<file path="src/rtl/core/wa_pkg.sv">
package wa_pkg;

  localparam int OPERAND_BYTES = 32;
  localparam int OPERAND_W     = 8 * OPERAND_BYTES;
  localparam int IN_DATA_W     = 2 * OPERAND_W;
  localparam int OUT_DATA_W    = ((OPERAND_W + 2 + 7) / 8) * 8;

  typedef enum logic [1:0] {
    FUNC_CMP = 2'd0,
    FUNC_ADD = 2'd1,
    FUNC_MUL = 2'd2,
    FUNC_NEG = 2'd3
  } func_t;

  localparam logic [1:0] ORD_EQ = 2'b00;
  localparam logic [1:0] ORD_GT = 2'b01;
  localparam logic [1:0] ORD_LT = 2'b11;

  typedef struct packed {
    func_t                func;
    logic [OPERAND_W-1:0] a;
    logic [OPERAND_W-1:0] b;
    logic [OPERAND_W-1:0] acc;
    logic [1:0]           ord;
  } stage_t;

endpackage

</file>
<file path="src/rtl/core/wa_front.sv">
module wa_front (
  input  logic           clk,
  input  logic           rst_n,
  input  logic           valid_i,
  input  wa_pkg::stage_t st_i,
  output logic           ready_o,
  output logic           valid_o,
  output wa_pkg::stage_t st_o,
  input  logic           ready_i
);

  logic           valid_r, valid_nxt;
  wa_pkg::stage_t st_r, st_nxt;

  assign ready_o = !valid_r || ready_i;

  always_comb begin
    st_nxt      = st_i;
    st_nxt.acc  = '0;
    st_nxt.ord  = wa_pkg::ORD_EQ;
    case (st_i.func)
      wa_pkg::FUNC_CMP: begin
        if (st_i.a > st_i.b) begin
          st_nxt.ord = wa_pkg::ORD_GT;
        end else if (st_i.a < st_i.b) begin
          st_nxt.ord = wa_pkg::ORD_LT;
        end
      end
      wa_pkg::FUNC_ADD: st_nxt.acc = st_i.a + st_i.b;
      wa_pkg::FUNC_NEG: st_nxt.acc = (~st_i.a) + wa_pkg::OPERAND_W'(1);
      default:          st_nxt.acc = '0;
    endcase
  end

  always_comb begin
    valid_nxt = valid_r;
    if (ready_o) begin
      valid_nxt = valid_i;
    end
  end

  always_ff @(posedge clk) begin
    if (!rst_n) begin
      valid_r <= 1'b0;
    end else begin
      valid_r <= valid_nxt;
    end
  end

  always_ff @(posedge clk) begin
    if (ready_o && valid_i) begin
      st_r <= st_nxt;
    end
  end

  assign valid_o = valid_r;
  assign st_o    = st_r;

endmodule

</file>
<file path="config.mk">
export PLATFORM = sky130hd
export DESIGN_NAME = wa_front
export DESIGN_NICKNAME = d
export VERILOG_FILES = /design/src/rtl/core/wa_pkg.sv /design/src/rtl/core/wa_front.sv
export SDC_FILE = /design/constraint.sdc
export NUM_CORES = 2
export LEC_CHECK = 0
export BUFFER_PORTS_ARGS = -buffer_cell sky130_fd_sc_hd__buf_2
export CAP_MARGIN = 20
export CORE_AREA = 4 4 594 596
export CTS_CLUSTER_DIAMETER = 40
export DETAILED_ROUTE_END_ITERATION = 8
export DIE_AREA = 0 0 598 600
export PLACE_DENSITY_LB_ADDON = 0.2
export REMOVE_ABC_BUFFERS = 1
export SLEW_MARGIN = 20
export SYNTH_ARGS = -nofsm -noshare
export SYNTH_HDL_FRONTEND = slang
export SYNTH_SLANG_ARGS = --single-unit
</file>
<file path="constraint.sdc">
create_clock -name clk -period 19.45 [get_ports clk]
set_input_delay 0 -clock clk [delete_from_list [all_inputs] [get_ports clk]]
set_output_delay 0 -clock clk [all_outputs]
set_load 0.05 [all_outputs]
</file>
## Yosys cells after proc, flatten, opt, wreduce, memory -nomap -nowiden

Cells that the tools add are included.

| storage, ports and cells | value |
|---|---|
| register bits after elaboration | 773 |
| input bits | 776 |
| logic and storage cells | 23 |

| operators by class | value |
|---|---|
| add/subtract/negate cells | 2 |
| $lt $le $gt $ge | 2 |
| eq/ne operators | 2 |
| multiplexer cells | 3 |
| bitwise logic cells | 2 |
| reduce and logical (&&, ||, !) cells | 5 |

Operators by type and width:

| kind | number |
|---|---|
| $pmux 256 s2 | 1 |
| $add 256x1->256 const B | 1 |
| $add 256x256->256 | 1 |
| $gt 256x256->1 | 1 |
| $lt 256x256->1 | 1 |
| $not 256->256 | 1 |
| $eq 2x1->1 const B | 1 |
| $eq 2x2->1 const B | 1 |
| $logic_not 2->1 | 1 |
| $mux 2 | 1 |
| $reduce_or 2->1 | 1 |
| $logic_and 1x1->1 | 1 |
| $logic_not 1->1 | 1 |
| $logic_or 1x1->1 | 1 |
| $mux 1 | 1 |
| $not 1->1 | 1 |

## Logic depth before layout (Yosys ltp)

| depth | value |
|---|---|
| word-level depth | 3 |
| depth in mapped cells | 16 |
| depth with buffers taken out | 16 |

## Worst setup path before layout

Ideal clock, no wire load.

| timing path | value |
|---|---|
| kind | reg-to-reg |
| start point | register valid_r, in the netlist valid_o |
| end point | register st_r, in the netlist st_o[0] (enable) |
| setup time | 1,238 ps |
| arrival time | 18,362 ps |
| required time | 18,212 ps |
| path slack | -150 ps |
| stages on the path, launching flop included | 3 |
| buffers on the path | 0 |
| path through | dfxtp_1 nand2b_1 and2_1 |

| between the ends | value |
|---|---|
| longest elaborated chain between the ends | 3 |

RTL lines:

| item | line | text |
|---|---|---|
| start, declared | wa_front.sv:12 | `logic valid_r, valid_nxt;` |
| start signal, assigned | wa_front.sv:46 | `valid_r <= valid_nxt;` |
| $logic_not 1->1 | wa_front.sv:15 | `assign ready_o = !valid_r \|\| ready_i;` |
| $logic_or 1x1->1 | wa_front.sv:15 |  |
| named net ready_o | wa_front.sv:6 | `output logic ready_o,` |
| $logic_and 1x1->1 | wa_front.sv:51 | `if (ready_o && valid_i) begin` |
| end signal, assigned | wa_front.sv:52 | `st_r <= st_nxt;` |
| end, declared | wa_front.sv:13 | `wa_pkg::stage_t st_r, st_nxt;` |

The timed path passes the listed nets, and every way through them passes these cells.
A chain may end at the register's enable or synchronous reset.

==> flow_summary.yaml <==
cts:
  htree_levels: 4
  cts_buffer_depth: 4
  post_cts.repair.setup_buffers: 0
  worstSkewPairLatency_ns: 0.84
  clock-sinks: 773
  cts_buffers: 180
  cts-root-buf: "clkbuf_16"
  cts.clk_slew.worst_paths_ns: 0.05
  cts_tree: "done"
timing:
  period_minus_slack_ns: 6.33
  hold_viol: 0
  finalCritPeriodShare: 0.325
  final_max_slew_viol_count: 0
  rsz0062_at_grt: "false"
  setup_violations: 0
  max_slew.worst_pin.slew_ns: 1.21
  finalWorstSetupSlack_ns: 13.12
  slew_headroom: 0.188
  max_freq_ghz: 0.158
  clock_skew_ns: 0.0362
floorplanning:
  chipWidth_um: 598
  die_area_um2: 359000
  floorplan.initialDensity: 0.168
  core_area_um2: 348000
  io_pins: 1550
  rows: 217
  die_h_um: 600
power:
  ir_worst_vdd_v: 0.0000895
  powerDensity_nw_per_um2: 85.5
  p_leak_nw: 33.7
synth:
  syn_area_um2: 58500
  synthMostInstantiatedCell: "edfxtp_1"
  ys_top_cells_by_count: "edfxtp_1, a21oi_1, nor2_1, inv_1, ha_1"
  netlist_top_cells_area: "edfxtp_1, ha_1, a21oi_1, xnor2_1, nor2_1"
  seq_area_frac_synth: 0.396
  synth_edf_count: 772
  netlist_instances: 6426
  synth_seq_cells: 773
  yosysUniqueCellTypes: 94
  ys_warn_count: 0
  synth-async-reset-ratio: 0
  synth-main-ff-cell: "edfxtp_1"
  syn_avg_cell_area_um2: 9.11
  yosys.area.top_type: "edfxtp_1"
  yosysTopAreaCellShare: 0.396
detailed_routing:
  viasPerCell: 4.74
  wl_um: 428000
  vias: 63600
  first_pass_iters: 5
  drc_errors: 0
  ant_nets: 0
  drt-initial-drc-count: 5454
  avgRoutedWirePerCell_um: 31.9
placed_design:
  gp_congestion: 0.963
  port_buffers: 1291
  placed_area_um2: 70900
  dp_worst_setup_slack_ns: 12.73
  hpwl_um: 355000
layout:
  drive_above_1_share: 0.208
  design_area_um2: 86000
  multi_input_area_um2: 32400
  register_area_um2: 23200
  syn_to_final_growth_pct: 47.0
  nets: 9908
  fill_cells: 37700
critical_path:
  cp_top_family: "compound AO/OA/AOI/OAI gates"
  cpMostUsedCell: "a21oi_1"
  critical_path.cell_chain: "dlygate4sd3_1 -> buf_2 -> inv_1 -> ha_1 -> nor4_1 -> o31ai_1 -> a21oi_1 -> o21ai_0 -> a21oi_1 -> o31ai_1 -> buf_4 -> a2111oi_2 -> o21ai_0 -> a31oi_1 -> nor3_1 -> o41ai_1 -> xnor2_1 -> a21oi_1"
  max_stage_delay_ns: 0.90
  path_depth: 18
  slowest_stage: "a2111oi_2"
  cp_max_fo: 7
  cp-end-kind: "flop"
  criticalPathCategory: "input pin to flop"
  path_buf_inv: 4
  r2r_cells: 6
  crit_required_ns: 19.99
  start_kind: "input pin"
  arrival_ns: 6.87
hold_path:
  min_path_cells: 2
  min_path_type: "input pin to flop"
run_status:
  status: "finished clean"
global_routing:
  grt_pass1_vias: 63800
  grt_start_max_net_pins: 114
  grt_usage: 0.227
  grt_remaining_overflow: 0
  grt_pass1_wl_um: 561000
  antenna_found_initial: 79
flow_run:
  max_cap_viol_count: 0
what timing repair did:
item                       CTS  global route
setup endpoints to repair    0             0
resized for setup            0             0
hold endpoints to repair   800             0
hold buffers               865             0
per-layer routing:
layer | vias to the layer above | track usage | share of wire
met3 | 629 | 0.0433 | 0.064
met1 | 31700 | 0.260 | 0.38
met4 | 12 | 0.102 | 0.052
li1 | 28300 | - | -
met2 | 2901 | 0.409 | 0.50
met5 | - | 0 | 0.00016
sequential cells by signal, indices dropped and copies added, names as in the netlist:
name,flops
valid_o,1
st_o,772
cell families after synthesis:
kind of cell / count (synthesis) / synth area share
buffers and inverters: 829 / 0.0535
DFF: 773 / 0.396
xor gates and xnor gates: 474 / 0.0709
muxes: 3 / 0.000513
AOI/OAI and AO/OA: 1755 / 0.189
adders and majority gates: 513 / 0.110
and+or+nand+nor: 2079 / 0.180
worst register-to-register path, stage by stage (launching register included):
cell	delay, ns
dfxtp_1	0.30
nand2b_1	0.10
and2_4	0.24
buf_4	0.60
buf_4	0.65
buf_4	0.69
buf_4	0.88
worst paths after layout:
path	start	endpoint	slack (ns)
max reg2reg	valid_o	st_o[451]	15.56
max	st_i[268]	st_o[227]	13.12
min	st_i[424]	st_o[424]	0.03
min reg2reg	valid_o	st_o[98]	0.99
where the power goes:
part,switching [mW],internal [mW]
combinational,1.53,0.583
sequential,0.0421,1.98
clock,1.12,2.10
total,2.69,4.66
layout by cell type (no fill, tap or decap), types with 22 or more instances in the layout:
| cell | instances |
|---|---|
| o21bai_1 | 104 |
| a21oi_1 | 633 |
| and2_1 | 39 |
| bufinv_16 | 28 |
| nand2b_1 | 47 |
| or2_2 | 24 |
| o21ai_0 | 251 |
| nor4_1 | 287 |
| nor2_1 | 582 |
| or3_1 | 73 |
| o31ai_1 | 194 |
| buf_4 | 143 |
| nor2b_1 | 46 |
| xnor2_1 | 332 |
| o21a_1 | 29 |
| clkbuf_16 | 181 |
| and3_1 | 22 |
| ha_1 | 512 |
| diode_2 | 37 |
| a211oi_1 | 176 |
| nand3_1 | 143 |
| nor3_1 | 173 |
| a31oi_1 | 36 |
| o22ai_1 | 58 |
| xor2_1 | 142 |
| inv_1 | 535 |
| a21boi_0 | 36 |
| buf_2 | 1291 |
| nand4_1 | 143 |
| dlygate4sd3_1 | 864 |
| or4_1 | 35 |
| nand2_1 | 370 |
| a21o_1 | 44 |
| edfxtp_1 | 772 |
| o211ai_1 | 38 |
cell type report:
class	count	share of cell area
multi-input combinational	4824	0.376
sequential	773	0.270
timing repair buffer	2302	0.189
tap	4599	0.0669
clock buffer	197	0.0534
inverter	538	0.0235
clock inverter	133	0.0201
antenna	37	0.00108
per-stage QoR:
stage	hold WS, ns	TNS, ns	instances	total power [mW]	util
4_1_cts	0.000198	0	13400	7.45	0.247
5_1_grt	0.00966	0	13400	7.65	0.247
3_3_place_gp	0.222	0	12200	4.02	0.204
6_report	0.0325	0	13400	7.36	0.247
2_1_floorplan	0.0989	-115.95	6135	3.23	-
3_5_place_dp	0.229	0	12200	4.01	0.204
(Power assumes the default switching activity.)
